**src/hw/rtl/gfbt_pkg.sv**
```systemverilog
// gfbt_pkg: shared types and constants for the gossip freshness belief table
// holds the item structs, the action codes and the table sizing
// no dependencies
`default_nettype none

package gfbt_pkg;

  localparam int ENTRIES   = 3;
  localparam int TICK_W    = 32;
  localparam int LIMIT_W   = 16;
  localparam int IDX_W     = (ENTRIES > 1) ? $clog2(ENTRIES) : 1;
  localparam int CMP_W     = (TICK_W > LIMIT_W) ? TICK_W : LIMIT_W;

  localparam logic [6:0]         FRESH_MAX         = 7'd127;
  localparam logic [LIMIT_W-1:0] FRESH_LIMIT_RESET = 16'd64;

  typedef enum logic [1:0] {
    ACT_TICK   = 2'd0,
    ACT_SENSE  = 2'd1,
    ACT_GOSSIP = 2'd2,
    ACT_READ   = 2'd3
  } act_t;

  typedef struct packed {
    act_t       action;
    logic [1:0] belt;
    logic [7:0] queue;
    logic       blocked;
    logic [6:0] freshness;
  } in_item_t;

  typedef struct packed {
    logic [7:0] out_queue;
    logic       out_blocked;
    logic [6:0] out_freshness;
    logic       is_fresh;
    logic       adopted;
  } out_item_t;

  typedef struct packed {
    logic [7:0]        queue;
    logic              blocked;
    logic [TICK_W-1:0] origin;
  } belief_t;

  // one item leaving the input register toward the table
  typedef struct packed {
    logic     fire;
    in_item_t item;
  } step_t;

endpackage

`default_nettype wire

```
**src/hw/rtl/gossip_freshness_belief_table.sv**
```systemverilog
// Gossip freshness belief table, top level.
//
// Keeps three belief entries (queue byte, blocked bit, origin tick) and a
// 32-bit wrapping tick counter. Each input item carries an action: tick,
// local sense, relayed gossip entry or read. Every item gives exactly one
// result item: read fields for a read, the adopted flag for gossip, zeros
// otherwise.
// Channels: in_valid/in_stall/in_data and out_valid/out_stall/out_data,
// an item moves on an edge with valid high and stall low. cfg_we writes
// cfg_wdata into the fresh limit; write it only while the block is idle.
//
// An accepted item is held in the input register and moves into the result
// register when that is free, and out_valid rises as it does. One item per
// cycle is sustained while out_stall is low; the table state is updated
// as an item moves into the result register, so the next item always sees it.
// When out_stall holds a full result register, one more item is taken into
// the input register and then in_stall rises until the result is taken.
// Synchronous reset clears all entries to unknown, the tick to zero, the
// fresh limit to 64 and both registers to empty.
// Depends on gfbt_pkg and gfbt_table.
`default_nettype none

module gossip_freshness_belief_table (
  input  wire logic                          clk,
  input  wire logic                          rst_n,
  input  wire logic                          in_valid,
  output logic                               in_stall,
  input  wire gfbt_pkg::in_item_t            in_data,
  output logic                               out_valid,
  input  wire logic                          out_stall,
  output gfbt_pkg::out_item_t                out_data,
  input  wire logic                          cfg_we,
  input  wire logic [gfbt_pkg::LIMIT_W-1:0]  cfg_wdata
);

  logic                 s1_valid_r, s1_valid_nxt;
  gfbt_pkg::in_item_t   s1_item_r;
  logic                 out_valid_r, out_valid_nxt;
  gfbt_pkg::out_item_t  out_data_r;
  logic                 out_free;
  logic                 advance;
  logic                 in_take;
  gfbt_pkg::step_t      step;
  gfbt_pkg::out_item_t  result;

  assign out_free = !out_valid_r || !out_stall;
  assign advance  = s1_valid_r && out_free;
  assign in_stall = s1_valid_r && !out_free;
  assign in_take  = in_valid && !in_stall;

  assign s1_valid_nxt  = in_take ? 1'b1 : (advance ? 1'b0 : s1_valid_r);
  assign out_valid_nxt = advance ? 1'b1 : (out_free ? 1'b0 : out_valid_r);

  assign step = '{fire: advance, item: s1_item_r};

  gfbt_table u_table (
    .clk       (clk),
    .rst_n     (rst_n),
    .step      (step),
    .cfg_we    (cfg_we),
    .cfg_wdata (cfg_wdata),
    .result    (result)
  );

  always_ff @(posedge clk) begin
    if (!rst_n) begin
      s1_valid_r  <= 1'b0;
      out_valid_r <= 1'b0;
    end else begin
      s1_valid_r  <= s1_valid_nxt;
      out_valid_r <= out_valid_nxt;
    end
  end

  always_ff @(posedge clk) begin
    if (in_take) begin
      s1_item_r <= in_data;
    end
    if (advance) begin
      out_data_r <= result;
    end
  end

  assign out_valid = out_valid_r;
  assign out_data  = out_data_r;

endmodule

`default_nettype wire

```
**src/hw/rtl/gfbt_table.sv**
```systemverilog
// gfbt_table: belief entries, tick counter and fresh limit register
// computes the result of one item and updates state when it fires
// depends on gfbt_pkg
`default_nettype none

module gfbt_table (
  input  wire logic                           clk,
  input  wire logic                           rst_n,
  input  wire gfbt_pkg::step_t                step,
  input  wire logic                           cfg_we,
  input  wire logic [gfbt_pkg::LIMIT_W-1:0]   cfg_wdata,
  output gfbt_pkg::out_item_t                 result
);

  gfbt_pkg::belief_t                   belief_r [gfbt_pkg::ENTRIES];
  logic [gfbt_pkg::TICK_W-1:0]         tick_r;
  logic [gfbt_pkg::LIMIT_W-1:0]        limit_r;

  logic                                in_range;
  logic [gfbt_pkg::IDX_W-1:0]          idx;
  gfbt_pkg::belief_t                   cur;
  logic [7:0]                          g_age_p1;
  logic [gfbt_pkg::TICK_W-1:0]         g_origin;
  logic                                g_newer;
  logic [gfbt_pkg::TICK_W-1:0]         r_age;
  logic                                r_known;
  logic [6:0]                          r_sat;

  assign in_range = ({30'd0, step.item.belt} < 32'(gfbt_pkg::ENTRIES));
  assign idx      = gfbt_pkg::IDX_W'(step.item.belt);
  assign cur      = in_range ? belief_r[idx] : '0;

  // gossip: age + 1 = 128 - freshness, one tick allowed for the link
  assign g_age_p1 = 8'd128 - {1'b0, step.item.freshness};
  assign g_origin = (gfbt_pkg::TICK_W'(g_age_p1) >= tick_r) ? '0
                  : tick_r - gfbt_pkg::TICK_W'(g_age_p1);
  assign g_newer  = in_range && (g_origin > cur.origin);

  // read: age modulo the tick width, saturated at 127 on the wire
  assign r_age   = tick_r - cur.origin;
  assign r_known = in_range && (cur.origin != '0);
  assign r_sat   = (r_age > gfbt_pkg::TICK_W'(gfbt_pkg::FRESH_MAX)) ? gfbt_pkg::FRESH_MAX
                 : r_age[6:0];

  always_comb begin
    result = '0;
    unique case (step.item.action)
      gfbt_pkg::ACT_GOSSIP: begin
        result.adopted = g_newer;
      end
      gfbt_pkg::ACT_READ: begin
        if (in_range) begin
          result.out_queue   = cur.queue;
          result.out_blocked = cur.blocked;
        end
        if (r_known) begin
          result.out_freshness = gfbt_pkg::FRESH_MAX - r_sat;
          result.is_fresh      = (gfbt_pkg::CMP_W'(r_age) < gfbt_pkg::CMP_W'(limit_r));
        end
      end
      default: begin
        result = '0;
      end
    endcase
  end

  always_ff @(posedge clk) begin
    if (!rst_n) begin
      for (int i = 0; i < gfbt_pkg::ENTRIES; i++) begin
        belief_r[i] <= '0;
      end
      tick_r  <= '0;
      limit_r <= gfbt_pkg::FRESH_LIMIT_RESET;
    end else begin
      if (cfg_we) begin
        limit_r <= cfg_wdata;
      end
      if (step.fire) begin
        unique case (step.item.action)
          gfbt_pkg::ACT_TICK: begin
            tick_r <= tick_r + 1'b1;
          end
          gfbt_pkg::ACT_SENSE: begin
            if (in_range) begin
              belief_r[idx] <= '{queue: step.item.queue, blocked: step.item.blocked,
                                 origin: tick_r};
            end
          end
          gfbt_pkg::ACT_GOSSIP: begin
            if (g_newer) begin
              belief_r[idx] <= '{queue: step.item.queue, blocked: step.item.blocked,
                                 origin: g_origin};
            end
          end
          default: begin
          end
        endcase
      end
    end
  end

endmodule

`default_nettype wire

```
**config.mk**
```make
export PLATFORM = sky130hd
export DESIGN_NAME = gossip_freshness_belief_table
export DESIGN_NICKNAME = d
export VERILOG_FILES = /design/src/hw/rtl/gfbt_pkg.sv /design/src/hw/rtl/gossip_freshness_belief_table.sv /design/src/hw/rtl/gfbt_table.sv
export SDC_FILE = /design/constraint.sdc
export NUM_CORES = 1
export LEC_CHECK = 0
export BUFFER_PORTS_ARGS = -buffer_cell sky130_fd_sc_hd__buf_4
export CORE_UTILIZATION = 30
export CTS_BUF_LIST = sky130_fd_sc_hd__clkbuf_4 sky130_fd_sc_hd__clkbuf_8
export CTS_CLUSTER_DIAMETER = 200
export CTS_CLUSTER_SIZE = 25
export DETAILED_ROUTE_END_ITERATION = 10
export SLEW_MARGIN = 10
export SYNTH_ARGS = -nofsm -noshare
export SYNTH_HDL_FRONTEND = slang
export SYNTH_SLANG_ARGS = --single-unit
```
**constraint.sdc**
```tcl
create_clock -name clk -period 13.1 [get_ports clk]
set_clock_uncertainty 0.1 [all_clocks]
set_input_delay 0.655 -clock clk [delete_from_list [all_inputs] [get_ports clk]]
set_output_delay 0.655 -clock clk [all_outputs]
set_load 0.005 [all_outputs]
```
==> results.sh, run 1 <==
export IMPL_grt_antenna_before_repair=2
export IMPL_synthFlopType="edfxtp_1"
export IMPL_finalCriticalPeriod_ns=8.14
export IMPL_grt_pass1_vias=11500
export IMPL_timing_slew_headroom=0.231
export IMPL_routed_top_layer="met4"
export IMPL_max_cap_violations=0
export IMPL_ctsHoldBuffers=0
export IMPL_critPathLaunchType="flip-flop"
export IMPL_fillers=5262
export IMPL_max_freq_mhz=123
export IMPL_min_from="in_data[0]"
export IMPL_cp_data_required_time_ns=13.02
export IMPL_irDropWorstVdd_v=0.0000933
export IMPL_grt_pass1_wl_um=64700
export IMPL_die_width_um=231
export IMPL_async_flop_share=0
export IMPL_place_hpwl_um=30500
export IMPL_final_nets=1683
export IMPL_syn_cell_area_mm2=0.0157
export IMPL_status="complete, no violations"
export IMPL_drc_errors=0
export IMPL_hold_depth=1
export IMPL_r2r_end="u_table.belief_r[0][7]"
export IMPL_final_area_mm2=0.0171
export IMPL_cts_tree="yes"
export IMPL_drive_above_1_share=0.118
export IMPL_crit_path_end_kind="flip-flop"
export IMPL_syn_area_per_cell_um2=10.3
export IMPL_grt_ovfl_total=0
export IMPL_rows=83
export IMPL_port_buffers=60
export IMPL_cts_root_buf="clkbuf_8"
export IMPL_areaGrowthSynthToFinish_pct=9.44
export IMPL_met1Wirelength_um=20000
export IMPL_cp_cell_sequence="inv_1, ha_1, xor2_1, ha_1, nor2b_1, o21ai_1, a31oi_1, o41ai_2, o211a_1, buf_4, nor2_1, ha_1, and3_1, nand3_1, or3_1, nor2_1, a311o_1, a31o_2, buf_4, inv_2, o2111ai_4, buf_4, nand2_2"
export IMPL_hold_slack_ns=0.118
export IMPL_ios=61
export IMPL_post_cts_buffers=0
export IMPL_grt_setup_unrepaired="no"
export IMPL_path_clk_slew_ns=0.16
export IMPL_dr_pass1_iters=5
export IMPL_synthCells=1519
export IMPL_drtAntennaViolNets=0
export IMPL_hold_viol=0
export IMPL_drv_slew=0
export IMPL_dieArea_mm2=0.0531
export IMPL_cts_sinks=254
export IMPL_vias=11800
export IMPL_worstSetupStartpoint="s1_item_r[0]"
export IMPL_wl_met2_um=18400
export IMPL_crit_slowest_cell="nand2_2"
export IMPL_r2r_cells=23
export IMPL_seq_area_frac_synth=0.454
export IMPL_yosys_warnings=0
export IMPL_setup_viol=0
export IMPL_rr_startpoint="s1_item_r[0]"
export IMPL_leakagePower_uw=0.00662
export IMPL_cts_htree_levels=1
export IMPL_synth_edff_count=202
export IMPL_drt_initial_drc_count=811
export IMPL_place_area_mm2=0.0169
export IMPL_cts_made_buffers=14
export IMPL_critPathMaxFanout=51
export IMPL_start_util=0.305
export IMPL_fp_coreArea_mm2=0.0514
export IMPL_yosys_cell_types_count=82
export IMPL_ff2ff_setup_slack_ns=4.96
export IMPL_layout_common_cells="202 x edfxtp_1, 169 x a21oi_1, 121 x nand2_1, 110 x nor2_1, 88 x ha_1"
export IMPL_clk_insertion_delay_late_ns=0.60
export IMPL_path_class="flip-flop to flip-flop"
export IMPL_power_density_mw_per_mm2=91.5
export IMPL_grt_total_usage=0.156
export IMPL_timing_final_crit_share=0.621
export IMPL_cp_arrival_ns=8.06
export IMPL_die_y_um=231
export IMPL_timing_setup_tns_ns=0
export IMPL_grt_start_max_net_pins=56
export IMPL_gp_congestion=0.892
export IMPL_final_common_cell="edfxtp_1"
export IMPL_post_cts_resize_count=0
export IMPL_worstHoldEndpoint="s1_item_r[0]"
export IMPL_routed_wl_um=41700
export IMPL_min_path_type="input port to flip-flop"
export IMPL_synth_seq_cells=254
export IMPL_met3_length_um=2740
export IMPL_max_stage_delay_ns=0.79
export IMPL_clk_path_buf_depth=3
export IMPL_wl_per_cell_um=18.6
export IMPL_vias_per_cell=5.28
export IMPL_worst_pin_slew_ns=1.15
==> metal layers <==
layer,vias to the layer above,global-route usage
met1,5755,0.227
li1,5697,-
met4,0,0.0292
met3,28,0.0246
met2,351,0.243
met5,-,0
==> synthesized netlist by cell type (41+ instances only) <==
master / instances / area [µm²]
edfxtp_1: 202 / 6070
nand3_1: 46 / 230
o21ai_0: 57 / 285
clkbuf_1: 63 / 236
mux4_2: 41 / 923
a21oi_1: 169 / 846
nand2_1: 124 / 465
nor2_1: 110 / 413
xnor2_1: 47 / 412
inv_1: 57 / 214
dfxtp_1: 52 / 1040
ha_1: 88 / 1100
nand4_1: 52 / 325
==> critical path: cells and delay by family (launching register included) <==
kind                       cells  cell delay [ns]
AOI/OAI and AO/OA              7             2.06
xor gates and xnor gates       1             0.16
adders and majority gates      3             0.81
buffers and inverters          5             1.89
DFF                            1             0.45
and+or+nand+nor                7             1.99
==> worst max-delay path by stage <==
stage	to	slack, ns	cells after the start
2_1_floorplan	u_table.belief_r[0][0]	6.80	24
3_3_place_gp	u_table.belief_r[0][36]	5.29	23
3_5_place_dp	u_table.belief_r[0][36]	5.09	23
4_1_cts	u_table.belief_r[0][6]	4.97	23
5_1_grt	u_table.belief_r[0][6]	4.39	23
6_report	u_table.belief_r[0][7]	4.96	23
==> stage by stage <==
stage / cells / utilization / total power, µW / worst slack [ns]
2_1_floorplan: 1559 / - / 1110 / 6.80
3_3_place_gp: 2216 / 0.328 / 1190 / 5.29
3_5_place_dp: 2216 / 0.328 / 1200 / 5.09
4_1_cts: 2240 / 0.333 / 1590 / 4.97
5_1_grt: 2241 / 0.334 / 1640 / 4.39
6_report: 2241 / 0.334 / 1570 / 4.96
==> flip-flops by register name (all words and copies together), names as in the netlist, named ones only <==
signal            flops
out_data             18
out_valid             1
s1_item_r            20
s1_valid_r            1
u_table.belief_r    164
u_table.limit_r      16
u_table.tick_r       32
==> cell type report <==
class	count	area (µm²)	share of cell area
flip-flops and latches	254	7110	0.415
clock buffers	22	253	0.0147
clock inverters	2	38.8	0.00226
well taps	680	851	0.0496
inverters	59	221	0.0129
multi-input cells	1150	8120	0.474
diodes	1	2.50	0.000146
repair buffers	73	548	0.0320
==> logic make-up after synthesis <==
family | synth area share
AOI/OAI and AO/OA | 0.154
xor gates and xnor gates | 0.0386
adders and majority gates | 0.0728
buffers and inverters | 0.0421
DFF | 0.454
muxes | 0.0692
other | 0.000239
and+or+nand+nor | 0.170
==> power by group <==
| group | switching [µW] | internal, µW | total (µW) |
|---|---|---|---|
| registers | 13.0 | 898 | 911 |
| clock network | 260 | 131 | 391 |
| logic | 163 | 104 | 267 |
Note: power is estimated with default switching activity, not from simulation.
==> run 2: changes to the inputs <==
==> constraint.sdc (replaced) <==
create_clock -name clk -period 7.4 [get_ports clk]
set_clock_uncertainty 0.1 [all_clocks]
set_input_delay 0.37 -clock clk [delete_from_list [all_inputs] [get_ports clk]]
set_output_delay 0.37 -clock clk [all_outputs]
set_load 0.005 [all_outputs]
==> results.sh, run 2 (synthesized netlist as in run 1, its figures left out) <==
export IMPL_stdcell_count=2283
export IMPL_crit_path_end_kind="flip-flop"
export IMPL_wl_per_cell_um=18.2
export IMPL_dr_pass1_iters=5
export IMPL_power_density_mw_per_mm2=159
export IMPL_grt_ovfl_total=0
export IMPL_finalCriticalPeriod_ns=6.16
export IMPL_fillers=5195
export IMPL_grt_pass1_wl_um=65000
export IMPL_irDropWorstVdd_v=0.000143
export IMPL_crit_slowest_cell="o21ai_0"
export IMPL_r2r_end="u_table.belief_r[0][9]"
export IMPL_vias=12100
export IMPL_clk_path_buf_depth=3
export IMPL_grt_setup_unrepaired="no"
export IMPL_vias_per_cell=5.30
export IMPL_drc_errors=0
export IMPL_p_comb_frac=0.176
export IMPL_rr_startpoint="u_table.tick_r[18]"
export IMPL_hold_viol=0
export IMPL_clkPwrFrac=0.246
export IMPL_gp_congestion=0.881
export IMPL_clk_insertion_delay_late_ns=0.60
export IMPL_die_width_um=231
export IMPL_r2r_cells=17
export IMPL_final_common_cell="edfxtp_1"
export IMPL_ff2ff_setup_slack_ns=1.24
export IMPL_final_nets=1727
export IMPL_cts_sinks=254
export IMPL_place_hpwl_um=30100
export IMPL_grt_start_max_net_pins=56
export IMPL_drt_initial_drc_count=1072
export IMPL_path_class="flip-flop to flip-flop"
export IMPL_ios=61
export IMPL_reg_largest_list="u_table.belief_r: 164 flops, u_table.tick_r: 32 flops, s1_item_r: 20 flops"
export IMPL_post_place_ws_ns=1.44
export IMPL_critPathMaxFanout=39
export IMPL_max_cap_violations=0
export IMPL_start_util=0.305
export IMPL_cts_made_buffers=14
export IMPL_setup_ws_ns=1.24
export IMPL_cp_cell_sequence="nor4_2, nand4_1, or3_1, nor4_2, o211a_1, buf_4, nor2_1, ha_1, nor2b_1, o21a_1, o21ai_0, a21oi_1, o211ai_1, a31o_2, buf_4, o21ai_0, a21oi_1"
export IMPL_cts_tree="yes"
export IMPL_areaGrowthSynthToFinish_pct=12.2
export IMPL_path_clk_slew_ns=0.16
export IMPL_drv_slew=0
export IMPL_max_stage_delay_ns=0.63
export IMPL_max_freq_mhz=162
export IMPL_worst_pin_slew_ns=1.01
export IMPL_critPathLaunchType="flip-flop"
export IMPL_regMostFlops="u_table.belief_r"
export IMPL_min_path_type="input port to flip-flop"
export IMPL_cts_root_buf="clkbuf_8"
export IMPL_cp_arrival_ns=6.37
export IMPL_routed_wl_um=41500
export IMPL_seqPwrFrac=0.578
export IMPL_use_met3=0.0303
export IMPL_switching_power_uw=783
export IMPL_largest_reg_flops=164
export IMPL_setup_viol=0
export IMPL_globalRouteMet1Util=0.220
export IMPL_port_buffers=60
export IMPL_drive_above_1_share=0.117
export IMPL_met2_usage=0.246
export IMPL_place_inst=2222
export IMPL_die_y_um=231
export IMPL_leakagePower_uw=0.00681
export IMPL_timing_slew_headroom=0.323
export IMPL_grt_pass1_vias=11800
export IMPL_grt_total_usage=0.155
export IMPL_p_int_uw=2010
export IMPL_min_from="cfg_we"
export IMPL_drtAntennaViolNets=0
export IMPL_critPathTopFamily="compound AO/OA/AOI/OAI gates"
export IMPL_worstHoldEndpoint="u_table.limit_r[6]"
export IMPL_timing_final_crit_share=0.833
export IMPL_grt_antenna_before_repair=1
export IMPL_swShare=0.280
export IMPL_dieArea_mm2=0.0531
export IMPL_hold_depth=3
export IMPL_timing_setup_tns_ns=0
export IMPL_rows=83
export IMPL_layout_common_cells="202 x edfxtp_1, 169 x a21oi_1, 121 x nand2_1, 110 x nor2_1, 88 x ha_1"
export IMPL_cts_htree_levels=1
export IMPL_fp_coreArea_mm2=0.0514
export IMPL_busiest_layer="met2"
export IMPL_crit_buf_inv=2
export IMPL_cp_data_required_time_ns=7.61
export IMPL_power_uw=2790
export IMPL_status="complete, no violations"
run 2: changes by cell type in the layout (fill, tap and decap cells not counted), sizes merged:
cell / before / now
clkbuf: 22 / 20
dlygate4sd3: 0 / 38
buf: 73 / 79
run 2: repair_timing:
item                      CTS  global route
setup buffers               0             0
resized for setup           0             0
hold endpoints to repair   40             0
hold buffers               38             0
run 2: worst max-delay path by stage:
stage | endpoint | from | slack (ns) | cells after the start
3_5_place_dp | u_table.belief_r[2][25] | s1_item_r[0] | 1.44 | 23
6_report | u_table.belief_r[0][9] | u_table.tick_r[18] | 1.24 | 17
5_1_grt | u_table.belief_r[1][13] | s1_item_r[0] | 0.86 | 23
4_1_cts | u_table.belief_r[2][8] | s1_item_r[0] | 1.36 | 23
3_3_place_gp | u_table.belief_r[2][25] | s1_item_r[0] | 1.43 | 23
2_1_floorplan | u_table.belief_r[0][0] | s1_item_r[0] | 1.10 | 24
run 2: cell type report:
type	instances	area [µm²]	share of cell area
multi-input cells	1150	8120	0.462
flip-flops and latches	254	7110	0.404
repair buffers	117	998	0.0568
well taps	680	851	0.0484
clock buffers	20	238	0.0135
inverters	59	221	0.0126
clock inverters	2	38.8	0.00221
diodes	1	2.50	0.000142
run 2: stage by stage:
step	utilization	area, µm²	hold slack [ns]
after floorplan	-	15800	0.326
after global placement	0.329	16900	0.329
after detailed placement	0.329	16900	0.335
after CTS	0.342	17600	0.0805
after global routing	0.342	17600	0.0774
final	0.342	17600	0.103
run 2: routing by layer:
metal | vias up | wire length (µm)
met2 | 386 | 18400
met5 | - | 0
met3 | 29 | 3040
met1 | 5876 | 19400
li1 | 5806 | -
met4 | 0 | 681
run 2: power by group through the flow:
stage          Sequential [µW]  Clock [µW]  Combinational [µW]
3_3_place_gp              1650           0                 464
2_1_floorplan             1630           0                 339
4_1_cts                   1620         711                 490
6_report                  1610         686                 491
3_5_place_dp              1650           0                 471
5_1_grt                   1620         749                 542
run 2: worst register-to-register path: stages, from the launching register on:
cell and delay [ns]:
dfxtp_1 0.50, nor4_2 0.47, nand4_1 0.29, or3_1 0.46, nor4_2 0.49, o211a_1 0.56
buf_4 0.47, nor2_1 0.14, ha_1 0.31, nor2b_1 0.14, o21a_1 0.11, o21ai_0 0.08
a21oi_1 0.30, o211ai_1 0.15, a31o_2 0.29, buf_4 0.27, o21ai_0 0.63, a21oi_1 0.14
